**config.mk**
```make
export PLATFORM = sky130hd
export DESIGN_NAME = psm_sqrt_cell
export DESIGN_NICKNAME = d
export VERILOG_FILES = /design/src/psm_pkg.sv /design/src/psm_sqrt_cell.sv
export SDC_FILE = /design/constraint.sdc
export NUM_CORES = 1
export LEC_CHECK = 0
export BUFFER_PORTS_ARGS = -buffer_cell sky130_fd_sc_hd__clkbuf_2
export CAP_MARGIN = 20
export CORE_UTILIZATION = 43
export DETAILED_ROUTE_END_ITERATION = 8
export HOLD_SLACK_MARGIN = 0.05
export PLACE_DENSITY_LB_ADDON = 0.12
export SLEW_MARGIN = 30
export SYNTH_ARGS = -nofsm -noshare
export SYNTH_HDL_FRONTEND = slang
export SYNTH_SLANG_ARGS = --single-unit
```
**constraint.sdc**
```tcl
create_clock -name i_clk -period 2.6 [get_ports i_clk]
set_input_delay 0.26 -clock i_clk [delete_from_list [all_inputs] [get_ports i_clk]]
set_output_delay 0.26 -clock i_clk [all_outputs]
set_load 0.05 [all_outputs]
```
**src/psm_pkg.sv**
```systemverilog
// shared types, constants and constant functions for the sample mutation pipeline
`default_nettype none
package psm_pkg;

    localparam int          DEF_FRAC_BITS = 24;
    localparam int          INV_W         = 16;
    localparam logic [15:0] FINE_RESET    = 16'd1024;

    // bit-serial square root cell state
    typedef struct packed {
        logic [63:0] x;
        logic [32:0] rem;
        logic [31:0] root;
    } t_sqrt_st;

    // log2 squaring cell state, mantissa in [1,2) as q.30, result q4.30
    typedef struct packed {
        logic [30:0] m;
        logic [33:0] acc;
    } t_log_st;

    // 2^-x cell state, exponent q4.30, product q1.32
    typedef struct packed {
        logic [33:0] x;
        logic [32:0] acc;
    } t_exp_st;

    // restoring divider cell state
    typedef struct packed {
        logic [32:0] n;
        logic [15:0] rem;
        logic [15:0] den;
    } t_div_st;

    function automatic logic [63:0] isqrt64(input logic [63:0] x);
        logic [63:0] v;
        logic [63:0] res;
        logic [63:0] b;
        v   = x;
        res = '0;
        b   = 64'h4000_0000_0000_0000;
        for (int i = 0; i < 32; i++) begin
            if (v >= res + b) begin
                v   = v - (res + b);
                res = (res >> 1) + b;
            end else begin
                res = res >> 1;
            end
            b = b >> 2;
        end
        return res;
    endfunction

    // 2^(-2^-j) in q0.32, each one the floored root of the one before
    function automatic logic [31:0] exp_root(input int j);
        logic [63:0] c;
        c = 64'h8000_0000;
        for (int i = 1; i <= j; i++) begin
            c = isqrt64(c << 32);
        end
        return c[31:0];
    endfunction

endpackage
`default_nettype wire

```
**src/psm_sqrt_cell.sv**
```systemverilog
// one result bit of the integer square root
`default_nettype none
module psm_sqrt_cell (
    input  wire logic               i_clk,
    input  wire logic               i_en,
    input  wire psm_pkg::t_sqrt_st  i_d,
    output psm_pkg::t_sqrt_st       o_q
);
    logic [34:0] w;
    logic [34:0] trial;
    psm_pkg::t_sqrt_st n_q;

    always_comb begin
        w     = {i_d.rem, i_d.x[63:62]};
        trial = {1'b0, i_d.root, 2'b01};
        n_q.x = {i_d.x[61:0], 2'b00};
        if (w >= trial) begin
            n_q.rem  = 33'(w - trial);
            n_q.root = {i_d.root[30:0], 1'b1};
        end else begin
            n_q.rem  = w[32:0];
            n_q.root = {i_d.root[30:0], 1'b0};
        end
    end

    always_ff @(posedge i_clk) begin
        if (i_en) begin
            o_q <= n_q;
        end
    end
endmodule
`default_nettype wire

```
# After elaboration in Yosys (flattened, before gate mapping)
# Index checks and enable logic that the tools add are counted.
# totals
input_bits	131
word_cells	6
regBits	127
out_inout_bits	129
# classes
add_sub_neg	1
muxes	1
magnitude_cmp	1
# ops
cell	n
2-to-1 mux 65 bit	1
greater-or-equal comparator 35 x 34 -> 1 bit	1
subtractor 33 bit	1

# Longest topological paths before layout
# depth
ltp_word	2
ltp_mapped	14
depth_no_buf	11

# Worst setup path before layout
# Ideal clock, no wire load.
# synth_path
path_type	input to register
startpoint	input port i_d[5] in the netlist's numbering
endpoint	register o_q[64] in the netlist's numbering (data pin)
t_arrival_ns	2.392
stages	11
slack_ns	-0.053
path_cell_list	inv_1 -> ha_1 -> a211oi_2 -> o21bai_1 -> a21o_1 -> a221o_1 -> a221o_1 -> a21o_1 -> a21oi_2 -> xor2_1 -> a21oi_1
# synth_rtl
element	line_no	source
start, declared	psm_sqrt_cell.sv:6	input wire psm_pkg::t_sqrt_st i_d,
end signal, assigned	psm_sqrt_cell.sv:28	o_q <= n_q;
end, declared	psm_sqrt_cell.sv:7	output psm_pkg::t_sqrt_st o_q

==> results.json <==
{
  "ys_seq_area_frac": 0.625,
  "antenna_left": 0,
  "htreeDepth": 4,
  "synthTopCellsByCount": "127 x edfxtp_1, 56 x a21oi_1, 42 x nor2_1",
  "synth_flop_cell": "edfxtp_1",
  "total_power_uw": 7000,
  "grt_pass1_vias": 5445,
  "post-route-min-period_ps": 2430,
  "critical_path_arrival_ps": 2600,
  "fmax_ghz": 0.412,
  "critPathMaxFanout": 3,
  "slew_headroom": 0.607,
  "cts_root_buffer": "clkbuf_16",
  "die_h_um": 121,
  "yosysMostFrequentCell": "edfxtp_1",
  "power_density_nw_per_um2": 717,
  "cts_tree": "yes",
  "yosysWarnings": 0,
  "hpwl_um": 12600,
  "rows": 43,
  "grt_overflow": 0,
  "drt-vias-per-instance": 4.89,
  "netlist.area_leader.share": 0.625,
  "p_leak_uw": 0.00447,
  "drive_above_1_share": 0.417,
  "reg_top3": "o_q (127)",
  "dr.first_iter.drc_count": 254,
  "drt_first_pass_iters": 6,
  "finalNetCount": 1091,
  "hold_class": "in -> reg",
  "dp.cells": 993,
  "cts_buffer_depth": 2,
  "worstSetupPathType": "in -> reg",
  "syn_to_final_growth_pct": 60.0,
  "hold_viol_final": 0,
  "grt_max_degree": 61,
  "worst_pin_slew_ps": 589,
  "track_usage": 0.240,
  "ys_ff_latch": 127,
  "synth_area_per_cell_sq_um": 12.5,
  "ir_drop_v": 0.000344,
  "rsz0062_at_grt": "false",
  "crit_required_ps": 2770,
  "status": "finished clean",
  "tns_ps": 0,
  "die_w_um": 121,
  "vias": 5471,
  "io_pins": 260,
  "drv_cap": 0,
  "drc": 0,
  "diodes": 0,
  "yosys.area.top_type": "edfxtp_1",
  "gp_congestion": 0.870,
  "grt_pass1_wl_um": 26800,
  "start_util": 0.439,
  "netlist_area_sq_um": 6100,
  "fin_crit_sh": 0.934,
  "wire_per_inst_um": 15.6,
  "synth-edff-count": 127,
  "port_buffers": 257,
  "drv_slew": 0,
  "hold_path_depth": 2,
  "top_register": "o_q",
  "cts_buffers": 17,
  "cp-start-kind": "input port",
  "antenna_found_initial": 0,
  "worst_setup_path_end_kind": "register",
  "dieArea_sq_um": 14700,
  "layoutNonFillerInstCount": 1118,
  "cts_sinks": 127,
  "synth_cell_types": 48,
  "largest_register_ffs": 127,
  "synthArstFlopShare": 0,
  "finalSetupViolCount": 0,
  "synthCells": 488,
  "wirelength_um": 17400,
  "ys_top_cells_by_area": "edfxtp_1 63%, ha_1 7.0%, a21oi_1 4.6%, xnor2_1 2.7%, nor2_1 2.6%",
  "core_sq_um": 13900,
  "clkTransAtPathRegs_ps": 60
}
final timing paths:
path    from  endpoint
max   i_d[0]   o_q[60]
min   i_d[2]    o_q[3]
where the power goes:
part	total [uW]	switching, uW	internal (uW)
Sequential	2570	63.0	2500
Clock	2490	895	1590
Combinational	1940	1280	668
Total	7000	2230	4770
layout make-up:
class	count	area (sq um)
Timing Repair Buffer	436	2880
Clock buffer	17	425
Multi-Input combinational cell	305	2080
Tap cell	180	225
Sequential cell	127	3810
Clock inverter	14	189
Fill cell	1040	4120
Inverter	39	146
timing repair:
item / 4_1_cts / 5_1_grt
hold buffers: 92 / 0
pin swaps: 1 / 1
hold endpoints to repair: 92 / 0
resized for setup: 0 / 1
setup endpoints to repair: 1 / 32
setup buffers: 0 / 2
logic make-up after synthesis:
kind of cell,after synthesis,synth area share
AO/OA/AOI/OAI,131,0.136
flip-flops,127,0.625
AND/OR/NAND/NOR,103,0.0753
buffers and inverters,57,0.0404
adder cells (fa/ha/maj),34,0.0697
XOR/XNOR,28,0.0402
multiplexers,7,0.0129
other,1,0.000615
worst max-delay path: stages:
cell and delay, ps:
clkbuf_2 90, inv_1 90, ha_4 210, nor2b_1 140, o31ai_2 320, a21oi_2 120, a221o_1 390, a21oi_2 230
o31ai_1 160, a221oi_1 320, xor2_1 190, a21oi_1 90
cell usage in the layout, fill, tap and decap left out, drive strengths merged, types with 2 or more instances in the layout:
cell type | Yosys | routed
conb | 1 | 2
a221o | 3 | 3
nor2 | 42 | 42
mux2 | 7 | 7
a21oi | 58 | 58
xnor2 | 19 | 19
nand3 | 8 | 8
a21o | 9 | 9
o21bai | 6 | 6
buf | 13 | 88
a41oi | 2 | 2
nor3 | 5 | 5
edfxtp | 127 | 127
o31ai | 3 | 3
clkinvlp | 0 | 5
a221oi | 2 | 2
inv | 39 | 41
nand4 | 6 | 6
o211ai | 2 | 2
clkbuf | 5 | 273
a31oi | 5 | 5
nand2b | 4 | 4
dlygate4sd3 | 0 | 92
o21ai | 21 | 21
a211oi | 5 | 5
ha | 34 | 34
bufinv | 0 | 4
xor2 | 9 | 9
and3 | 3 | 3
clkinv | 0 | 3
o21a | 8 | 8
nand2 | 28 | 28
stage by stage:
| step | cell area, sq um | util | hold slack [ps] | worst slack (ps) |
|---|---|---|---|---|
| floorplan | 6130 | - | 359 | 21.9 |
| global placement | 8210 | 0.591 | 438 | -366 |
| CTS | 9740 | 0.702 | 109 | 26.1 |
| detailed placement | 8210 | 0.591 | 439 | -452 |
| global route | 9760 | 0.703 | 136 | 6.15 |
| finish | 9760 | 0.703 | 133 | 171 |
metal layers:
| metal | part of all wire | global-route usage | wire length [um] |
|---|---|---|---|
| met5 | 0 | 0 | 0 |
| met4 | 0.020 | 0.0949 | 351 |
| met3 | 0.063 | 0.0564 | 1100 |
| met2 | 0.50 | 0.414 | 8650 |
| met1 | 0.42 | 0.290 | 7310 |
Note: power is estimated with default switching activity, not from simulation.
