## src/psm_pkg.sv

```systemverilog
// shared types, constants and constant functions for the sample mutation pipeline
`default_nettype none
package psm_pkg;

    localparam int          DEF_FRAC_BITS = 24;
    localparam int          INV_W         = 16;
    localparam logic [15:0] FINE_RESET    = 16'd1024;

    // bit-serial square root cell state
    typedef struct packed {
        logic [63:0] x;
        logic [32:0] rem;
        logic [31:0] root;
    } t_sqrt_st;

    // log2 squaring cell state, mantissa in [1,2) as q.30, result q4.30
    typedef struct packed {
        logic [30:0] m;
        logic [33:0] acc;
    } t_log_st;

    // 2^-x cell state, exponent q4.30, product q1.32
    typedef struct packed {
        logic [33:0] x;
        logic [32:0] acc;
    } t_exp_st;

    // restoring divider cell state
    typedef struct packed {
        logic [32:0] n;
        logic [15:0] rem;
        logic [15:0] den;
    } t_div_st;

    function automatic logic [63:0] isqrt64(input logic [63:0] x);
        logic [63:0] v;
        logic [63:0] res;
        logic [63:0] b;
        v   = x;
        res = '0;
        b   = 64'h4000_0000_0000_0000;
        for (int i = 0; i < 32; i++) begin
            if (v >= res + b) begin
                v   = v - (res + b);
                res = (res >> 1) + b;
            end else begin
                res = res >> 1;
            end
            b = b >> 2;
        end
        return res;
    endfunction

    // 2^(-2^-j) in q0.32, each one the floored root of the one before
    function automatic logic [31:0] exp_root(input int j);
        logic [63:0] c;
        c = 64'h8000_0000;
        for (int i = 1; i <= j; i++) begin
            c = isqrt64(c << 32);
        end
        return c[31:0];
    endfunction

endpackage
`default_nettype wire

```

## src/psm_log_cell.sv

```systemverilog
// one fraction bit of log2 by squaring the mantissa
`default_nettype none
module psm_log_cell #(
    parameter int BIT = 29
) (
    input  wire logic              i_clk,
    input  wire logic              i_en,
    input  wire psm_pkg::t_log_st  i_d,
    output psm_pkg::t_log_st       o_q
);
    logic [61:0] sq;
    psm_pkg::t_log_st n_q;

    always_comb begin
        sq    = 62'(i_d.m) * 62'(i_d.m);
        n_q   = i_d;
        if (sq[61]) begin
            n_q.m        = sq[61:31];
            n_q.acc[BIT] = 1'b1;
        end else begin
            n_q.m = sq[60:30];
        end
    end

    always_ff @(posedge i_clk) begin
        if (i_en) begin
            o_q <= n_q;
        end
    end
endmodule
`default_nettype wire

```

## config.mk

```make
export PLATFORM = sky130hd
export DESIGN_NAME = psm_log_cell
export DESIGN_NICKNAME = d
export VERILOG_FILES = /design/src/psm_pkg.sv /design/src/psm_log_cell.sv
export SDC_FILE = /design/constraint.sdc
export NUM_CORES = 2
export LEC_CHECK = 0
export ABC_AREA = 1
export CAP_MARGIN = 10
export CORE_ASPECT_RATIO = 0.5
export CORE_MARGIN = 2
export CORE_UTILIZATION = 40
export CTS_CLUSTER_DIAMETER = 200
export DETAILED_ROUTE_END_ITERATION = 16
export DONT_BUFFER_PORTS = 1
export PLACE_DENSITY_LB_ADDON = 0.1
export RECOVER_POWER = 50
export SLEW_MARGIN = 40
export SYNTH_ARGS = -nofsm -noshare
export SYNTH_HDL_FRONTEND = slang
export SYNTH_SLANG_ARGS = --single-unit
```

## constraint.sdc

```tcl
create_clock -name i_clk -period 11.6 [get_ports i_clk]
set_clock_uncertainty 0.1 [all_clocks]
set_input_delay 0.58 -clock i_clk [delete_from_list [all_inputs] [get_ports i_clk]]
set_output_delay 0.58 -clock i_clk [all_outputs]
set_load 0.02 [all_outputs]
```

; ---- Yosys cells after proc, flatten, opt, wreduce, memory -nomap -nowiden
; Cells that the tools add are included.
[totals]
reg_bits = 65
inputBits = 67
output_inout_bits = 65
wordCells = 6
[classes]
mul = 1
muxes = 1
[ops]
columns = cell, count
row1 = $mul A31 B31 Y62, 1
row2 = $mux W30, 1

; ---- Depth between registers and ports, before layout
[logic_depth]
ltp_word = 2
ltp_mapped = 34
depth_no_buf = 31

; ---- Worst setup path before layout
; Ideal clock, no wire load.
[synth_path]
kind = input port to flip-flop
from = input i_d[59] (netlist name)
to = register o_q[53] (netlist name) (data pin)
setup_time_ps = 252
arrival_ps = 6839
required_time_ps = 11248
slack_ps = 4409
cell_stages = 29
n_path_buf = 3
cell_sequence = clkbuf_1 > buf_1 > nand2_1 > fa_1 > fa_1 > inv_1 > fa_1 > inv_1 > fa_1 > inv_1 > fa_1 > fa_1 > fa_1 > inv_1 > fa_1 > inv_1 > ha_1 > nand2_2 > nor2_4 > inv_2 > nor3_4 > nand2_2 > nor2_2 > nand2_2 > nand3_1 > nand2_4 > buf_6 > nand2_1 > nand2_1
[synth_rtl]
columns = item, line
row1 = from (decl), psm_log_cell.sv:8  ; input wire psm_pkg::t_log_st i_d,
row2 = to (signal assigned), psm_log_cell.sv:27  ; o_q <= n_q;
row3 = to (decl), psm_log_cell.sv:9  ; output psm_pkg::t_log_st o_q

; ---- Final worst setup path
[layout_path]
from = input i_d[43] (netlist name)
to = register o_q[64] (netlist name) (data pin)
[layout_between]
elab_chain_cells = 1
[layout_lines]
columns = item, line
row1 = $mul A31 B31 Y62, psm_log_cell.sv:15  ; sq = 62'(i_d.m) * 62'(i_d.m);
; Every way passes these cells.
; A chain may end at the register's enable or synchronous reset.

==> impl_metrics.env <==
export IMPL_reg_top3="o_q (65)"
export IMPL_initial_core_util_pct=40.6
export IMPL_path_cells="nand2_1 -> inv_1 -> fa_1 -> fa_1 -> inv_1 -> fa_1 -> fa_1 -> inv_1 -> fa_1 -> fa_1 -> fa_1 -> fa_1 -> ha_1 -> nand2_1 -> nor2_1 -> nand2_1 -> nor2_1 -> nand2_1 -> nand2_1 -> nand2_2 -> nand2_2 -> nand2_2 -> nand2_4 -> nand3_1"
export IMPL_drv_cap=0
export IMPL_multi_input_area_sq_um=24200
export IMPL_drtAntennaViolNets=0
export IMPL_synth_warnings=0
export IMPL_largest_reg_flops=65
export IMPL_placed_cell_area_sq_um=32500
export IMPL_cts_clk_slew_worst_paths_ns=0.07
export IMPL_grt_max_degree=66
export IMPL_dieArea_sq_um=81400
export IMPL_worstPathBufferInverterCount=3
export IMPL_place_gp_congestion=0.959
export IMPL_tightest_slew_ns=0.670
export IMPL_via_per_inst=4.66
export IMPL_required_ns=11.55
export IMPL_relSlewSlack_pct=54.8
export IMPL_crit_top_cell="fa_1"
export IMPL_final_nets=4918
export IMPL_min_path_type="primary input to flop"
export IMPL_io_buffers=0
export IMPL_end_kind="flop"
export IMPL_die_y_microns=203
export IMPL_layout_drive_gt1_share_pct=1.38
export IMPL_cts_tree="done"
export IMPL_final_common_cell="inv_1"
export IMPL_htreeDepth=3
export IMPL_avgSynthCellArea_sq_um=8.05
export IMPL_critPathMaxFanout=31
export IMPL_num_io_pins=132
export IMPL_postCtsSetupBuffers=0
export IMPL_grt_overflow=0
export IMPL_die_w_microns=401
export IMPL_final_setup_tns_ns=0
export IMPL_status="finished clean"
export IMPL_cp_data_arrival_time_ns=7.26
export IMPL_wl_per_cell_microns=17.9
export IMPL_final_hold_viol_count=0
export IMPL_critical_path_class="primary input to flop"
export IMPL_drv_slew=0
export IMPL_numCtsBuffers=9
export IMPL_seq_area_frac_synth_pct=6.18
export IMPL_wl_microns=87200
export IMPL_cts_sinks=65
export IMPL_cts_hold_buffers=0
export IMPL_final_cell_mix="inv_1 (1338), nand2_1 (1046), fa_1 (747)"
export IMPL_holdPathStages=0
export IMPL_num_vias=22700
export IMPL_startpoint_type="primary input"
export IMPL_post_route_period_util_pct=63.0
export IMPL_postCtsResizedCells=0
export IMPL_ff_latch_area_sq_um=1950
export IMPL_design_area_sq_um=32800
export IMPL_syn_nets=5008
export IMPL_cts_root_buf="clkbuf_16"
export IMPL_area_growth_syn_to_layout_pct=3.73
export IMPL_max_clock_freq_mhz=137
export IMPL_fill_cells=8009
export IMPL_grt_pass1_vias=25200
export IMPL_drcViolationCount=0
export IMPL_grt_antenna_before_repair=0
export IMPL_drtIter0Drc=1565
export IMPL_cp_depth=24
export IMPL_synthesis_area_sq_um=31600
export IMPL_coreArea_sq_um=77700
export IMPL_critPathTopFamily="adder cells"
export IMPL_first_pass_iters=7
export IMPL_dp_hpwl_microns=72800
export IMPL_postSynthCellCount=3925
export IMPL_yosysUniqueCellTypes=38
export IMPL_cpMaxStageDelayCell="fa_1"
export IMPL_layout_min_cycle_time_ns=7.31
export IMPL_diodes=0
export IMPL_fp_row_count=72
export IMPL_rsz0062_at_grt="false"
export IMPL_clock_path_buffers=2
export IMPL_setup_violations=0
export IMPL_grt_pass1_wl_microns=143000
export IMPL_synth_seq_cells=65
export IMPL_crit_path_max_incr_delay_ns=0.56
export IMPL_grtUsageTotal_pct=22.8
export IMPL_regMostFlops="o_q"
==> through the flow <==
stage	hold WS, ns	utilization, %	instances	setup WS, ns
after CTS	0.225	42.1	4876	4.42
final	0.238	42.1	4876	4.29
after detailed placement	0.579	41.7	4860	4.10
after global placement	0.579	41.7	4860	4.05
after floorplan	0.579	-	3925	4.41
after global routing	0.215	42.1	4876	3.97
==> cells in the mapped netlist (all sizes together) <==
library cell	number	area share, %
a21boi	1	0.024
a21o	2	0.048
a21oi	53	0.85
a31o	2	0.055
a31oi	1	0.020
and2	3	0.059
and3	2	0.040
buf	15	0.32
clkbuf	86	1.0
edfxtp	65	6.2
fa	747	47
ha	269	11
inv	1343	16
nand2	1063	13
nand3	68	1.1
nand3b	2	0.048
nand4	14	0.28
nor2	111	1.4
nor3	9	0.19
nor4	6	0.12
o21ai	14	0.22
o21bai	12	0.29
or2	5	0.099
xnor2	10	0.28
xor2	22	0.61
==> cells by family (layout without fill, tap and decap cells) <==
family | after synthesis | count (layout) | share of synthesized area (%)
AOI/OAI and AO/OA | 85 | 85 | 1.51
DFF | 65 | 65 | 6.18
buffers and inverters | 1444 | 1359 | 17.3
xor gates and xnor gates | 32 | 32 | 0.887
and+or+nand+nor | 1283 | 1283 | 16.1
adders and majority gates | 1016 | 1016 | 58.0
==> layout make-up <==
class / count / area share (%)
multi-input cells: 2416 / 73.8
well taps: 1036 / 3.96
clock buffers: 9 / 0.687
clock inverters: 7 / 0.252
flip-flops and latches: 65 / 5.96
inverters: 1343 / 15.4
==> path summary, 6_finish.rpt <==
check | startpoint | to
worst max-delay path | i_d[43] | o_q[64]
worst min-delay path | i_d[16] | o_q[16]
==> layer usage <==
layer	GRT usage [%]	part of all wire [%]	up-vias
li1	-	-	10800
met1	32.8	47	11400
met2	38.1	46	571
met3	3.23	6.1	41
met4	1.86	0.59	0
met5	0	0	-
Power is not shown: default switching activity piles up to over one toggle a cycle in this logic, so the estimate is an artifact.
