[src/psm_pkg.sv]
// shared types, constants and constant functions for the sample mutation pipeline
`default_nettype none
package psm_pkg;

    localparam int          DEF_FRAC_BITS = 24;
    localparam int          INV_W         = 16;
    localparam logic [15:0] FINE_RESET    = 16'd1024;

    // bit-serial square root cell state
    typedef struct packed {
        logic [63:0] x;
        logic [32:0] rem;
        logic [31:0] root;
    } t_sqrt_st;

    // log2 squaring cell state, mantissa in [1,2) as q.30, result q4.30
    typedef struct packed {
        logic [30:0] m;
        logic [33:0] acc;
    } t_log_st;

    // 2^-x cell state, exponent q4.30, product q1.32
    typedef struct packed {
        logic [33:0] x;
        logic [32:0] acc;
    } t_exp_st;

    // restoring divider cell state
    typedef struct packed {
        logic [32:0] n;
        logic [15:0] rem;
        logic [15:0] den;
    } t_div_st;

    function automatic logic [63:0] isqrt64(input logic [63:0] x);
        logic [63:0] v;
        logic [63:0] res;
        logic [63:0] b;
        v   = x;
        res = '0;
        b   = 64'h4000_0000_0000_0000;
        for (int i = 0; i < 32; i++) begin
            if (v >= res + b) begin
                v   = v - (res + b);
                res = (res >> 1) + b;
            end else begin
                res = res >> 1;
            end
            b = b >> 2;
        end
        return res;
    endfunction

    // 2^(-2^-j) in q0.32, each one the floored root of the one before
    function automatic logic [31:0] exp_root(input int j);
        logic [63:0] c;
        c = 64'h8000_0000;
        for (int i = 1; i <= j; i++) begin
            c = isqrt64(c << 32);
        end
        return c[31:0];
    endfunction

endpackage
`default_nettype wire

[src/psm_exp_cell.sv]
// one exponent bit of 2^-x, multiply by a fixed root of one half
`default_nettype none
module psm_exp_cell #(
    parameter int J = 1
) (
    input  wire logic              i_clk,
    input  wire logic              i_en,
    input  wire psm_pkg::t_exp_st  i_d,
    output psm_pkg::t_exp_st       o_q
);
    localparam logic [31:0] KC = psm_pkg::exp_root(J);

    logic [64:0] prod;
    psm_pkg::t_exp_st n_q;

    always_comb begin
        prod = 65'(i_d.acc) * 65'(KC);
        n_q  = i_d;
        if (i_d.x[30-J]) begin
            n_q.acc = prod[64:32];
        end
    end

    always_ff @(posedge i_clk) begin
        if (i_en) begin
            o_q <= n_q;
        end
    end
endmodule
`default_nettype wire

[config.mk]
export PLATFORM = sky130hd
export DESIGN_NAME = psm_exp_cell
export DESIGN_NICKNAME = d
export VERILOG_FILES = /design/src/psm_pkg.sv /design/src/psm_exp_cell.sv
export SDC_FILE = /design/constraint.sdc
export NUM_CORES = 1
export LEC_CHECK = 0
export BUFFER_PORTS_ARGS = -buffer_cell sky130_fd_sc_hd__buf_2
export CELL_PAD_IN_SITES_DETAIL_PLACEMENT = 1
export CELL_PAD_IN_SITES_GLOBAL_PLACEMENT = 1
export CORE_AREA = 8 8 217 240
export DETAILED_ROUTE_END_ITERATION = 10
export DIE_AREA = 0 0 225 248
export GPL_ROUTABILITY_DRIVEN = 1
export PLACE_DENSITY_LB_ADDON = 0.2
export RECOVER_POWER = 100
export SLEW_MARGIN = 20
export SYNTH_ARGS = -nofsm -noshare
export SYNTH_HDL_FRONTEND = slang
export SYNTH_SLANG_ARGS = --single-unit
[constraint.sdc]
create_clock -name i_clk -period 10 [get_ports i_clk]
set_clock_uncertainty 0.2 [all_clocks]
set_input_delay 0.5 -clock i_clk [delete_from_list [all_inputs] [get_ports i_clk]]
set_output_delay 0.5 -clock i_clk [all_outputs]
set_load 0.01 [all_outputs]
Word-level counts from Yosys, hierarchy flattened
Index checks and enable logic that the tools add are counted.

Register bits after elaboration: 67. Input bits: 69. Output and inout port bits: 67. Logic and storage cells: 4.

Multiply operators: 1. Muxes and demuxes: 1.

Operators with widths (count): $mul 33x32->65 const B (1); $mux 33 (1).

Depth between registers and ports, before layout
Gate-level depths: netlist of the first run.

Depth in word-level cells: 2. Mapped depth: 25. Gate-level depth less buffers: 24.

Worst setup path after synthesis of the first run
No wires, ideal clock.

Path kind: input to register. From: input i_d[21] (netlist bit). To: register o_q[31] (netlist bit) (data pin). Setup time: 0.261 ns. Arrival time: 6.672 ns. Required time: 9.539 ns. Path slack: 2.867 ns. Cell stages on the path: 25. Buffers on the path: 1. Cell sequence: ha_1 -> inv_1 -> fa_1 -> fa_1 -> inv_1 -> fa_1 -> inv_1 -> fa_1 -> inv_1 -> fa_1 -> fa_1 -> inv_1 -> fa_1 -> inv_1 -> ha_1 -> buf_2 -> a21oi_2 -> o21a_1 -> o22ai_1 -> or4_4 -> a21oi_2 -> o211ai_2 -> a41oi_4 -> o21ai_0 -> a221o_1.

RTL lines: from (decl) (line psm_exp_cell.sv:8) `input wire psm_pkg::t_exp_st i_d,`; to (signal assigned) (line psm_exp_cell.sv:26) `o_q <= n_q;`; to (decl) (line psm_exp_cell.sv:9) `output psm_pkg::t_exp_st o_q`.

==> results.json, run 1 <==
{
  "required_ns": 9.88,
  "synth_area_um2": 20400,
  "netlist-cell-type-count": 64,
  "final_layout_size_suffix_gt1_frac": 0.0548,
  "gr-usage-met2": 0.423,
  "critPathTopFamily": "adder cells",
  "slew_headroom": -1.58,
  "gp_congestion": 0.984,
  "hold_viol": 0,
  "ys_ff_latch": 67,
  "fmax_mhz": 112,
  "min_period_ns": 8.94,
  "worstHoldStart": "i_d[59]",
  "dieHeight_um": 248,
  "busiest_layer": "met2",
  "yosys_warnings": 0,
  "worst_slew_pin_slew_ns": 3.86,
  "reg.largest.list": "o_q (67)",
  "die_area_um2": 55800,
  "path_class": "in -> reg",
  "globalRouteTotalUtil": 0.229,
  "die_w_um": 225,
  "synth.avg_cell_area_um2": 10.6,
  "synth-xor-area-share": 0.0244,
  "numClockSinks": 67,
  "via_count": 14100,
  "syn_nets": 2823,
  "status": "finished with violations",
  "gr-usage-met3": 0.0108,
  "cts-htree-levels": 3,
  "synth_compound_area_frac": 0.0772,
  "grt_pass1_wl_mm": 96.0,
  "max_stage_delay_ns": 1.00,
  "num_antenna_cells": 0,
  "synthMuxAreaShare": 0.0103,
  "slowest_stage": "clkbuf_1",
  "synth_edf_count": 67,
  "path_buf_inv": 3,
  "cp_max_fo": 11,
  "drt-pass1-iter-count": 4,
  "syn_inst": 1929,
  "first_iter_violations": 621,
  "setup-tns-final_ns": 0,
  "totalWireLength_mm": 62.4,
  "multi_input_area_um2": 16300,
  "endpoint_kind": "flop",
  "viasPerCell": 5.18,
  "grt_pass1_vias": 16400,
  "core.rowCount": 85,
  "post-dp-hpwl_mm": 54.8,
  "cp_common_cell": "fa_1",
  "cts_tree": "built",
  "synth_ff_type": "edfxtp_1",
  "num-fill-cells": 5367,
  "grt_max_degree": 68,
  "drc": 0,
  "violations": "max-capacitance violations, max-slew violations",
  "grt_remaining_overflow": 0,
  "whs_ns": 0.138,
  "core_um2": 48200,
  "finalInstanceArea_um2": 22000,
  "final_nets": 2952,
  "io_buffers": 135,
  "synth_top_family_by_area": "adder cells",
  "numCtsBuffers": 9,
  "cap_violations": 2,
  "synth_adder_area_share": 0.645,
  "ys_seq_area_frac": 0.0985,
  "crit_chain": "clkbuf_1 > ha_1 > fa_1 > inv_1 > fa_1 > fa_1 > inv_1 > fa_1 > fa_1 > fa_1 > fa_1 > ha_1 > a21oi_1 > o21a_1 > o22ai_1 > or2_0 > o311ai_0 > o211ai_1 > a41oi_1 > o21ai_0 > a221o_1",
  "final.period_utilization": 0.894,
  "cts_buffer_depth": 2,
  "largest_reg_flops": 67,
  "postCtsHoldBufs": 0,
  "regMostFlops": "o_q",
  "ant_nets": 0,
  "cts_setup_buffers": 0,
  "min_to": "o_q[59]",
  "regArea_um2": 2010,
  "wl_per_cell_um": 23.0,
  "gr-usage-met1": 0.288,
  "rsz0062_at_grt": "false",
  "slew_violations": 108,
  "initial_core_util": 0.424,
  "critPathArrivalTime_ns": 8.82,
  "area_growth_pct": 7.89,
  "placed_cell_area_um2": 21900,
  "antenna_found_initial": 0,
  "async_flop_share": 0,
  "cts_resized": 0,
  "clk_pin_slew_ns": 0.07,
  "finalSetupViolCount": 0,
  "min_path_type": "in -> reg",
  "io_pins": 136,
  "synthSimpleGateAreaFrac": 0.0419,
  "hold_depth": 1,
  "cts_root_buf": "clkbuf_16",
  "start_kind": "primary input"
}
[synthesized netlist by cell type (5+ instances only)]
library cell / count / area (µm²)
nor2_1: 37 / 139
and3_1: 10 / 62.6
fa_1: 380 / 7610
a21o_1: 44 / 330
nor3_1: 5 / 25.0
a21oi_1: 64 / 320
xnor2_1: 17 / 149
o21bai_1: 12 / 90.1
clkbuf_1: 14 / 52.6
nand3_1: 10 / 50.1
nand2_1: 57 / 214
inv_1: 532 / 2000
a211oi_1: 6 / 45.0
mux2i_1: 6 / 60.1
o211ai_1: 8 / 60.1
nand4_1: 14 / 87.6
mux2_2: 12 / 135
buf_2: 8 / 40.0
xor2_1: 40 / 350
o21ai_0: 33 / 165
ha_1: 445 / 5570
o21a_1: 9 / 67.6
nand2b_1: 5 / 31.3
and2_1: 18 / 113
edfxtp_1: 67 / 2010
[per-stage QoR]
stage / utilization / instances / setup slack [ns]
floorplan: - / 1929 / 2.87
global placement: 0.454 / 2699 / 1.82
detailed placement: 0.454 / 2699 / 1.64
CTS: 0.460 / 2715 / 1.99
global route: 0.458 / 2715 / 0.868
finish: 0.458 / 2715 / 1.06
[cells in the final DEF (no fill, tap or decap), types with 6 or more instances in the layout]
cell and instances:
and2_1 15, edfxtp_1 67, a21oi_1 65, nand4_1 14, o21ai_0 34, and3_1 10, mux2_2 12, clkbuf_1 71
inv_1 532, ha_1 445, buf_2 66, clkbuf_16 9, a21o_1 44, nor2_1 37, mux2i_1 6, o21bai_1 12
fa_1 380, nand3_1 10, xor2_1 40, o21a_1 9, xnor2_1 17, o211ai_1 9, nand2_1 57, a211oi_1 6
[logic make-up after synthesis]
family          count (synthesis)
fa+ha+maj                     825
buf+inv                       557
compound gates                229
simple gates                  175
flops                          67
xor+xnor                       57
mux                            19
[layer usage]
layer / routed length, µm / vias to the layer above
met5: 0 / -
met4: 1850 / 0
met3: 1380 / 78
met2: 32500 / 243
met1: 26700 / 7310
li1: - / 6435
[layout make-up]
class                   instances  area share
multi-input cells            1305       0.739
repair buffers                142      0.0288
clock inverters                 7     0.00346
inverters                     533      0.0908
clock buffers                   9      0.0102
well taps                     652      0.0370
flip-flops and latches         67      0.0913
[how the worst max path moves through the flow]
stage | startpoint | end | slack [ns] | cells after the start
6_report | i_d[18] | o_q[27] | 1.06 | 21
5_1_grt | i_d[18] | o_q[28] | 0.87 | 21
4_1_cts | i_d[18] | o_q[26] | 1.99 | 23
3_5_place_dp | i_d[18] | o_q[26] | 1.64 | 23
3_3_place_gp | i_d[19] | o_q[26] | 1.82 | 23
2_1_floorplan | i_d[21] | o_q[31] | 2.87 | 25
Power of run 1 is not shown: default switching activity piles up to over one toggle a cycle in this logic, so the estimate is an artifact.
==> run 2: changes to the inputs <==
- BUFFER_PORTS_ARGS: -buffer_cell sky130_fd_sc_hd__buf_2 -> not set
- DONT_BUFFER_PORTS: not set -> 1
==> run 2 against run 1 <==
The flow now finishes without violations. Wire length about the same. Clock-buffer cell count up 1. Die area unchanged. Via count down 2.7%. Sequential share of layout area up 0.27 points. Highest routed layer unchanged.
==> results.json, run 2 (synthesized netlist as in run 1, its figures left out) <==
{
  "max_stage_delay_ns": 0.59,
  "setup-tns-final_ns": 0,
  "core_um2": 48200,
  "cts_buffer_depth": 2,
  "required_ns": 9.89,
  "die_w_um": 225,
  "critPathTopFamily": "adder cells",
  "status": "completed",
  "wl_met1_mm": 25.6,
  "path_buf_inv": 4,
  "slew_headroom": 0.390,
  "cts-htree-levels": 3,
  "clk_pin_slew_ns": 0.06,
  "postCtsHoldBufs": 0,
  "ant_nets": 0,
  "regMostFlops": "o_q",
  "numClockSinks": 67,
  "hold_viol": 0,
  "io_pins": 136,
  "viasPerCell": 5.32,
  "area_growth_pct": 4.78,
  "drt-pass1-iter-count": 5,
  "path_class": "in -> reg",
  "fmax_mhz": 127,
  "start_kind": "primary input",
  "globalRouteTotalUtil": 0.230,
  "post-dp-hpwl_mm": 54.4,
  "rsz0062_at_grt": "false",
  "layout_commonest_cell": "inv_1",
  "antenna_found_initial": 1,
  "initial_core_util": 0.424,
  "cts_setup_buffers": 0,
  "via_count": 13700,
  "reg.largest.list": "o_q (67)",
  "crit_chain": "ha_1 > fa_1 > inv_1 > fa_1 > fa_1 > inv_1 > fa_1 > fa_1 > fa_1 > inv_1 > fa_1 > inv_1 > ha_1 > a21oi_1 > o21a_1 > o22ai_1 > or2_0 > o311ai_0 > o211ai_1 > a41oi_1 > o21ai_0 > a221o_1",
  "core.rowCount": 85,
  "die_area_um2": 55800,
  "drc": 0,
  "wl_per_cell_um": 24.3,
  "slew_violations": 0,
  "final_nets": 2810,
  "grt_max_degree": 68,
  "cap_violations": 0,
  "critPathArrivalTime_ns": 7.74,
  "io_buffers": 0,
  "final_layout_size_suffix_gt1_frac": 0.0193,
  "cts_root_buf": "clkbuf_16",
  "final.period_utilization": 0.785,
  "cp_common_cell": "fa_1",
  "dr_wl_met2_mm": 32.6,
  "min_period_ns": 7.85,
  "highest_layer": "met4",
  "finalSetupViolCount": 0,
  "grt_remaining_overflow": 0,
  "dieHeight_um": 248,
  "endpoint_kind": "flop",
  "min_path_type": "in -> reg",
  "slowest_stage": "fa_1",
  "numCtsBuffers": 9,
  "gp_congestion": 0.957,
  "first_iter_violations": 602,
  "grt_pass1_wl_mm": 95.9,
  "cts_resized": 0,
  "num_antenna_cells": 0,
  "largest_reg_flops": 67,
  "met3_length_mm": 2.15,
  "most-common-layout-cells": "inv_1 (532), ha_1 (445), fa_1 (380), edfxtp_1 (67), a21oi_1 (65)",
  "totalWireLength_mm": 62.4,
  "grt_pass1_vias": 15700,
  "cts_tree": "built",
  "worst_slew_pin_slew_ns": 0.904,
  "cp_max_fo": 12,
  "whs_ns": 0.0561
}
run 2: cell types whose count changed in the layout (fill, tap and decap cells not counted), moves of 2 or more:
cell      change
clkinv_4      +2
buf_4         -5
buf_2        -66
mux2_2        -4
inv_8         -3
clkbuf_1     -70
mux2_1        +4
run 2: path summary, 6_finish.rpt:
kind	from	end	depth (start not counted)
setup / recovery	i_d[17]	o_q[27]	22
hold / removal	i_d[65]	o_q[65]	0
run 2: through the flow:
stage / setup WS (ns) / cell area, µm² / instances / util
after floorplan: 2.87 / 20400 / 1929 / -
after global placement: 2.26 / 21100 / 2557 / 0.439
after detailed placement: 2.16 / 21100 / 2557 / 0.439
after CTS: 2.49 / 21400 / 2573 / 0.445
after global routing: 1.91 / 21400 / 2573 / 0.444
final: 2.15 / 21400 / 2573 / 0.444
run 2: cell type report:
type / count / area (µm²)
fillers: 5277 / 26800
multi-input cells: 1305 / 16300
flip-flops and latches: 67 / 2010
inverters: 533 / 2000
well taps: 652 / 816
clock buffers: 10 / 229
clock inverters: 6 / 72.6
run 2: per-layer routing:
metal  up-vias  global-route usage
met5         -                   0
met4         0              0.0705
met3        81              0.0253
met2       265               0.420
met1      7180               0.282
li1       6159                   -
Power of run 2 is left out for the same reason.
