--- src/psm_pkg.sv ---
// shared types, constants and constant functions for the sample mutation pipeline
`default_nettype none
package psm_pkg;

    localparam int          DEF_FRAC_BITS = 24;
    localparam int          INV_W         = 16;
    localparam logic [15:0] FINE_RESET    = 16'd1024;

    // bit-serial square root cell state
    typedef struct packed {
        logic [63:0] x;
        logic [32:0] rem;
        logic [31:0] root;
    } t_sqrt_st;

    // log2 squaring cell state, mantissa in [1,2) as q.30, result q4.30
    typedef struct packed {
        logic [30:0] m;
        logic [33:0] acc;
    } t_log_st;

    // 2^-x cell state, exponent q4.30, product q1.32
    typedef struct packed {
        logic [33:0] x;
        logic [32:0] acc;
    } t_exp_st;

    // restoring divider cell state
    typedef struct packed {
        logic [32:0] n;
        logic [15:0] rem;
        logic [15:0] den;
    } t_div_st;

    function automatic logic [63:0] isqrt64(input logic [63:0] x);
        logic [63:0] v;
        logic [63:0] res;
        logic [63:0] b;
        v   = x;
        res = '0;
        b   = 64'h4000_0000_0000_0000;
        for (int i = 0; i < 32; i++) begin
            if (v >= res + b) begin
                v   = v - (res + b);
                res = (res >> 1) + b;
            end else begin
                res = res >> 1;
            end
            b = b >> 2;
        end
        return res;
    endfunction

    // 2^(-2^-j) in q0.32, each one the floored root of the one before
    function automatic logic [31:0] exp_root(input int j);
        logic [63:0] c;
        c = 64'h8000_0000;
        for (int i = 1; i <= j; i++) begin
            c = isqrt64(c << 32);
        end
        return c[31:0];
    endfunction

endpackage
`default_nettype wire

--- src/psm_div_cell.sv ---
// one quotient bit of restoring division
`default_nettype none
module psm_div_cell (
    input  wire logic              i_clk,
    input  wire logic              i_en,
    input  wire psm_pkg::t_div_st  i_d,
    output psm_pkg::t_div_st       o_q
);
    logic [16:0] w;
    logic        q;
    psm_pkg::t_div_st n_q;

    always_comb begin
        w       = {i_d.rem, i_d.n[32]};
        q       = (w >= {1'b0, i_d.den});
        n_q.den = i_d.den;
        n_q.n   = {i_d.n[31:0], q};
        n_q.rem = q ? 16'(w - {1'b0, i_d.den}) : w[15:0];
    end

    always_ff @(posedge i_clk) begin
        if (i_en) begin
            o_q <= n_q;
        end
    end
endmodule
`default_nettype wire

--- config.mk ---
export PLATFORM = sky130hd
export DESIGN_NAME = psm_div_cell
export DESIGN_NICKNAME = d
export VERILOG_FILES = /design/src/psm_pkg.sv /design/src/psm_div_cell.sv
export SDC_FILE = /design/constraint.sdc
export NUM_CORES = 1
export LEC_CHECK = 0
export BUFFER_PORTS_ARGS = -buffer_cell sky130_fd_sc_hd__buf_4
export CORE_ASPECT_RATIO = 1.5
export CORE_MARGIN = 2
export CORE_UTILIZATION = 30
export CTS_CLUSTER_DIAMETER = 40
export DETAILED_ROUTE_END_ITERATION = 8
export PLACE_DENSITY = 0.65
export SLEW_MARGIN = 10
export SYNTH_ARGS = -nofsm -noshare
export SYNTH_HDL_FRONTEND = slang
export SYNTH_SLANG_ARGS = --single-unit
export TNS_END_PERCENT = 10
--- constraint.sdc ---
create_clock -name i_clk -period 2.32 [get_ports i_clk]
set_input_delay 0.232 -clock i_clk [delete_from_list [all_inputs] [get_ports i_clk]]
set_output_delay 0.232 -clock i_clk [all_outputs]
set_load 0.02 [all_outputs]
Word level (Yosys, flattened, before mapping)
Cells that the tools add are included.
{"block": "word_totals", "register_bits": 65, "inputBits": 67, "out_inout_bits": 65}
{"block": "classes", "add_sub_neg": 1, "magnitude_cmp": 1, "n_mux": 1}
{"op": "$ge 17x16->1", "n": 1}
{"op": "$mux 16", "n": 1}
{"op": "$sub 16x16->16", "n": 1}

Depth between registers and ports, before layout
Gate-level depths: netlist of run 1.
{"block": "logic_depth", "depth_word": 2, "depth_mapped": 10}

Least setup slack after synthesis of run 1
No wires, ideal clock.
{"block": "synth_path", "path_type": "input to register", "from": "input port i_d[4] (netlist name)", "to": "register o_q[24] (netlist name), data pin", "setup_ns": 0.260, "arrival_ns": 2.136, "required_time_ns": 2.060, "setup_slack_ns": -0.077, "cell_stages": 9, "n_path_buf": 1, "path_cell_list": "inv_1 > ha_1 > a211oi_1 > o211ai_1 > o21ai_2 > o211ai_2 > a31oi_4 > buf_6 > mux2_4"}
{"item": "from (decl)", "line": "psm_div_cell.sv:6", "rtl": "input wire psm_pkg::t_div_st i_d,"}
{"item": "to (signal assigned)", "line": "psm_div_cell.sv:23", "rtl": "o_q <= n_q;"}
{"item": "to (decl)", "line": "psm_div_cell.sv:7", "rtl": "output psm_pkg::t_div_st o_q"}

==> summary.md, run 1 <==
| Metric | Value |
|---|---|
| Pin count of the biggest net entering global routing | 66 |
| Post-CTS Setup Inserts | 0 |
| Worst Hold End | o_q[40]$_DFFE_PP_ |
| Distinct cell type count after synthesis | 39 |
| Biggest area consumer among synthesized cells | edfxtp_1 |
| Async SR Flop Fraction | 0% |
| DR vias/cell | 4.652 |
| Max FFs per register | 65 |
| Nature of the critical path startpoint | input pin |
| Worst path cell trace | buf_4 -> ha_1 -> fa_1 -> nor2b_1 -> o31ai_1 -> a211oi_1 -> buf_4 -> nor2_1 -> a32o_1 -> o31a_1 |
| Crit path capture type | register |
| Prevailing post-synth register cell | edfxtp_1 |
| Worst-Margin Slew | 0.8558 ns |
| Starting Density | between 30% and 40% |
| All-Layer GR Usage | 13.96% |
| Syn avg cell area | 14.08 um2 |
| Finished Cell Area | between 4000 and 5000 um2 |
| Xor/xnor cell area share of the yosys netlist | approximately 2.5% |
| Max Cap Violations | 0 |
| Post-synth EDFFs | 65 |
| Net Count, Synth | around 300 |
| DRT Pass-1 Iters | 4 |
| Type of the worst min-delay path | input pin to register |
| DRC errors left | 0 |
| DR WL/cell | between 10 and 15 um |
| Leak | roughly 2.1 nW |
| Crit Path Category | input pin to register |
| Max VDD drop | about 0.00034 V |
| Post-synth top area share | around 63% |
| Antenna violations before repair | 0 |
| # hold bufs at CTS | 0 |
| Data arrival, critical path | roughly 2.3 ns |
| Total Nets Final | about 470 |
| Post-synthesis simple-gate area fraction | ~5.3% |
| Syn Std Cell Area | a little over 3000 um2 |
| Ratio of cells with drive above 1 in the final layout | about half |
| Fin. max-slew vios | 0 |
| Largest Register | o_q |
| Final Hold Viols | 0 |
| Vias in the first global route | between 2000 and 3000 |
| Period utilization | ~94% |
| Core Footprint | around 10000 um2 |
| Pwr Density | 762.4 nW/um2 |
| Initial DRC Count | 122 |
| Diode count | 0 |
| Grt total ovfl | 0 |
| Critical path's most frequent cell | buf_4 |
| Sequential area share after synthesis | around 63% |
| Routability congestion estimate | 0.8577 |
| Min Tclk post-route | ~2.2 ns |
| I/O Pins | between 100 and 150 |
| Area after DPL | around 4400 um2 |
| Final Routed Wirelength | 7474 um |
| TritonCTS clock tree | built |
| Antenna viol nets, final | 0 |
| CTS clk-pin slew, worst paths | approximately 0.060 ns |
| Clk sinks | 65 |
| Setup TNS | 0 ns |
| Max FO, Critical Path | 4 |
| Post-synthesis compound-gate area fraction | 12.20% |
| Total chip power | approximately 3.6 mW |
| PortBufs | between 100 and 150 |
| Yosys reg bits | 65 |
| Slowest stage delay, CP | roughly 0.38 ns |
| Mux cell area share after synthesis | under 10% |
| Outcome | completed |
| Place WS | -0.2123 ns |
| End-of-flow core utilization | between 40% and 50% |
| Root buffer cell | clkbuf_16 |
| Yosys warns | 0 |
| Main combinational cell family by area after synthesis | compound AO/OA/AOI/OAI gates |
| Finish-stage setup viols | 0 |
| Peak Freq | about 0.46 GHz |
| Hold path depth | 1 |
| Hpwl dp | 5825 um |
| Vias | 2368 |
| First-pass GRT wire length | approximately 12000 um |
| Mapped Cells | 220 |
| Worst Path Required | 2.40 ns |
| Die Y | ~130 um |
| Die ar. | 11170 um2 |
| Adder-Cell Fraction of Synth Area | a little over 7% |
| Max Root-Sink Buffers | 2 |
| Setup ws final | 0.1371 ns |
| Biggest regs | o_q (65) |
| Area growth syn-to-layout | 52.93% |
| H-tree depth | 3 |
| Critical path buffers and inverters | 2 |
| Die width | 86.96 um |
| RSZ-0062 raised after global routing | false |
| Inserted Clock Buffers | 9 |
| Post_cts resized | 0 |
| Headroom to the max-slew limit | between 40% and 50% |
| Hold Startpoint | i_d[39] |
| # rows | 45 |
| Top cells by area, synth | edfxtp_1 (63%), ha_1 (6.5%), mux2_4 (2.9%), inv_1 (2.7%), mux2_2 (2.5%) |
| Slowest CP cell | fa_1 |
| Crit path max-delay family | compound AO/OA/AOI/OAI gates |
==> metal layers <==
layer / wire, um / track usage [%] / vias up / share of wire, %
met5: 0 / 0 / - / 0
met1: 2797 / 14.25 / 1111 / 37
met2: 4019 / 25.06 / 81 / 54
met4: 214 / 7.537 / 0 / 2.9
met3: 442 / 4.105 / 15 / 5.9
li1: - / - / 1161 / -
==> through the flow <==
| step | cells | hold slack, ns |
|---|---|---|
| floorplan | 220 | 0.3309 |
| global placement | 493 | 0.4105 |
| detailed placement | 493 | 0.4113 |
| CTS | 509 | 0.06659 |
| global route | 509 | 0.06273 |
| finish | 509 | 0.08080 |
==> power breakdown <==
group | leakage [nW] | internal [mW] | switching, mW | total, mW
combinational | 1.33 | 0.420 | 0.421 | 0.841
clock | 0.141 | 0.829 | 0.475 | 1.30
sequential | 0.636 | 1.43 | 0.0310 | 1.47
==> layout by cell type, fill, tap and decap left out, types with 2 or more instances in the layout <==
| cell type | netlist | layout |
|---|---|---|
| mux2_2 | 7 | 7 |
| clkbuf_1 | 0 | 2 |
| nand4_1 | 2 | 2 |
| nand2_1 | 8 | 8 |
| nand3_1 | 3 | 3 |
| xor2_1 | 3 | 3 |
| o31a_1 | 2 | 2 |
| ha_1 | 16 | 15 |
| a21o_1 | 7 | 7 |
| clkinv_4 | 0 | 2 |
| o21ai_0 | 12 | 11 |
| edfxtp_1 | 65 | 65 |
| mux2i_1 | 2 | 2 |
| xnor2_1 | 6 | 6 |
| a21oi_1 | 14 | 13 |
| inv_1 | 22 | 22 |
| nor2b_1 | 3 | 3 |
| clkbuf_16 | 0 | 9 |
| mux2_4 | 6 | 6 |
| a211oi_1 | 5 | 4 |
| o21a_1 | 3 | 3 |
| a21boi_0 | 2 | 2 |
| nor2_1 | 12 | 12 |
| buf_4 | 2 | 159 |
==> cells in the mapped netlist, types with 2 or more instances <==
master / number
nand2_1: 8
nor2b_1: 3
nor2_1: 12
nand4_1: 2
xor2_1: 3
a211oi_1: 5
nand3_1: 3
ha_1: 16
o21a_1: 3
a21boi_0: 2
edfxtp_1: 65
o31a_1: 2
xnor2_1: 6
buf_4: 2
inv_1: 22
mux2_2: 7
mux2_4: 6
mux2i_1: 2
a21o_1: 7
a21oi_1: 14
o21ai_0: 12
==> final cells by class <==
cell class / count / area, um2
Inverter: 22 / 82.58
Timing Repair Buffer: 160 / 1214
Clock inverter: 5 / 56.30
Clock buffer: 11 / 232.7
Sequential cell: 65 / 1952
Multi-Input combinational cell: 129 / 1052
Fill cell: 943 / 5343
Tap cell: 117 / 146.4
==> logic make-up (layout without fill, tap and decap cells) <==
group,after synthesis,in the layout
compound gates,55,55
xor+xnor,9,9
fa+ha+maj,17,17
buf+inv,26,198
flops,65,65
mux,15,15
simple gates,33,33
==> how the worst max path moves through the flow <==
stage               startpoint                end  slack [ns]  cells after the start
global placement        i_d[0]  o_q[28]$_DFFE_PP_       -0.18                     10
global route            i_d[0]  o_q[28]$_DFFE_PP_        0.02                     10
finish                  i_d[0]  o_q[28]$_DFFE_PP_        0.14                     10
CTS                     i_d[0]  o_q[28]$_DFFE_PP_        0.14                     10
floorplan              i_d[64]  o_q[28]$_DFFE_PP_       -0.01                      9
detailed placement      i_d[0]  o_q[28]$_DFFE_PP_       -0.21                     10
Power figures use the tool's default switching activity.
==> run 2, diff against run 1 <==
--- a/config.mk
+++ b/config.mk
@@ -11,7 +11,7 @@
 export CORE_UTILIZATION = 30
 export CTS_CLUSTER_DIAMETER = 40
 export DETAILED_ROUTE_END_ITERATION = 8
-export PLACE_DENSITY = 0.65
+export PLACE_DENSITY = 0.6
 export SLEW_MARGIN = 10
 export SYNTH_ARGS = -nofsm -noshare
 export SYNTH_HDL_FRONTEND = slang
==> summary.md, run 2 (synthesis gave the netlist of run 1 again) <==
| Metric | Value |
|---|---|
| Data arrival, critical path | 2.23 ns (was 2.26 ns) |
| Clk sinks | 65 (unchanged) |
| Min Tclk post-route | 2.161 ns (was 2.183 ns) |
| End-of-flow core utilization | 47.47% (was 46.99%) |
| Crit Path Category | input pin to register (unchanged) |
| Hold Startpoint | i_d[61] (was i_d[39]) |
| Finish-stage setup viols | 0 (unchanged) |
| H-tree depth | 3 (unchanged) |
| # rows | 45 (unchanged) |
| DR vias/cell | 4.715 (was 4.652) |
| Area after DPL | 4447 um2 (unchanged) |
| Largest Register | o_q (unchanged) |
| Setup ws final | 0.1595 ns (was 0.1371 ns) |
| Inserted Clock Buffers | 9 (unchanged) |
| Type of the worst min-delay path | input pin to register (unchanged) |
| DRT Pass-1 Iters | 4 (unchanged) |
| DP Cell Count | 493 (unchanged) |
| Pwr Density | 800.5 nW/um2 (was 762.4 nW/um2) |
| I/O Pins | 132 (unchanged) |
| Biggest regs | o_q (65) (unchanged) |
| Crit path capture type | register (unchanged) |
| Hpwl dp | 5843 um (was 5825 um) |
| Die width | 86.96 um (unchanged) |
| Fin. max-slew vios | 0 (unchanged) |
| Vias | 2400 (was 2368) |
| Final Hold Viols | 0 (unchanged) |
| Vias in the first global route | 2457 (was 2518) |
| Diode count | 0 (unchanged) |
| Setup TNS | 0 ns (unchanged) |
| All-Layer GR Usage | 13.69% (was 13.96%) |
| Total chip power | 3.830 mW (was 3.611 mW) |
| Ratio of cells with drive above 1 in the final layout | 49.74% (was 49.49%) |
| Pin count of the biggest net entering global routing | 34 (was 66) |
| PortBufs | 131 (unchanged) |
| Max Root-Sink Buffers | 2 (unchanged) |
| Antenna viol nets, final | 0 (unchanged) |
| Root buffer cell | clkbuf_16 (unchanged) |
| Die ar. | 11170 um2 (unchanged) |
| Worst Hold End | o_q[62]$_DFFE_PP_ (was o_q[40]$_DFFE_PP_) |
| CTS clk-pin slew, worst paths | 0.05 ns (was 0.06 ns) |
| Most frequent cells in the layout | buf_4 (159), edfxtp_1 (65), inv_1 (22) (unchanged) |
| Nature of the critical path startpoint | input pin (unchanged) |
| Outcome | completed (unchanged) |
| Place WS | -0.2228 ns (was -0.2123 ns) |
| DR WL/cell | 15.04 um (was 14.68 um) |
| Antenna violations before repair | 0 (unchanged) |
| Die Y | 128.4 um (unchanged) |
| Hold path depth | 1 (unchanged) |
| Worst Path Required | 2.39 ns (was 2.40 ns) |
| TritonCTS clock tree | built (unchanged) |
| Max FO, Critical Path | 3 (was 4) |
| Max Cap Violations | 0 (unchanged) |
| Leak | 2.136 nW (was 2.112 nW) |
| Finished Cell Area | 4785 um2 (was 4736 um2) |
| DRC errors left | 0 (unchanged) |
| Worst-Margin Slew | 0.5775 ns (was 0.8558 ns) |
| Period utilization | 93.13% (was 94.09%) |
| Total Nets Final | 471 (unchanged) |
| Peak Freq | 0.4629 GHz (was 0.4581 GHz) |
| Core Footprint | 10080 um2 (unchanged) |
| Worst hold margin | 0.08180 ns (was 0.08080 ns) |
| Routability congestion estimate | 0.8077 (was 0.8577) |
| Area growth syn-to-layout | 54.51% (was 52.93%) |
| Headroom to the max-slew limit | 61.09% (was 42.95%) |
| Final Routed Wirelength | 7655 um (was 7474 um) |
| RSZ-0062 raised after global routing | false (unchanged) |
| Max VDD drop | 0.0003449 V (was 0.0003361 V) |
| Initial DRC Count | 85 (was 122) |
| First-pass GRT wire length | 11610 um (was 11650 um) |
| Commonest non-fill, non-tap cell in the layout | buf_4 (unchanged) |
| Fin cells | 509 (unchanged) |
| Grt total ovfl | 0 (unchanged) |
| Max FFs per register | 65 (unchanged) |
| Starting Density | 30.73% (unchanged) |
==> run 2: per-layer routing <==
| layer | vias to the layer above | global-route usage [%] | share of wire, % |
|---|---|---|---|
| li1 | 1160 | - | - |
| met1 | 1135 | 14.62 | 37 |
| met2 | 92 | 24.43 | 54 |
| met3 | 13 | 4.233 | 7.2 |
| met4 | 0 | 5.974 | 2.1 |
| met5 | - | 0 | 0 |
==> run 2: worst max-delay path by stage <==
stage	startpoint	endpoint	slack (ns)	cells after the start
floorplan	i_d[64]	o_q[28]$_DFFE_PP_	-0.01	9
global placement	i_d[0]	o_q[28]$_DFFE_PP_	-0.18	10
detailed placement	i_d[0]	o_q[28]$_DFFE_PP_	-0.22	10
CTS	i_d[0]	o_q[28]$_DFFE_PP_	0.12	10
global route	i_d[64]	o_q[28]$_DFFE_PP_	0.006	11
finish	i_d[0]	o_q[28]$_DFFE_PP_	0.16	10
==> run 2: repair_timing <==
| action | 4_1_cts | 5_1_grt |
|---|---|---|
| buffers inserted | 0 | 0 |
| hold buffers | 0 | 0 |
| setup endpoints to repair | 0 | 1 |
| resized for setup | 0 | 1 |
==> run 2: report_power, final <==
part	switching [mW]	leakage, nW	internal (mW)	total (mW)
registers	0.0300	0.636	1.43	1.46
clock network	0.480	0.162	1.04	1.52
logic	0.424	1.34	0.419	0.843
==> run 2: cell type report <==
class                           instances  area [um2]
Clock buffer                           10       229.0
Clock inverter                          6       106.4
Fill cell                             941        5294
Inverter                               22       82.58
Multi-Input combinational cell        129        1055
Sequential cell                        65        1952
Tap cell                              117       146.4
Timing Repair Buffer                  160        1214
==> run 2: worst max-delay path, cell delays in order <==
cell and delay (ns):
buf_4 0.11, ha_1 0.21, fa_1 0.41, nor2b_2 0.16, o31ai_1 0.11, a211oi_1 0.24, buf_4 0.17, nor2_1 0.06
a32o_1 0.25, o31a_1 0.27
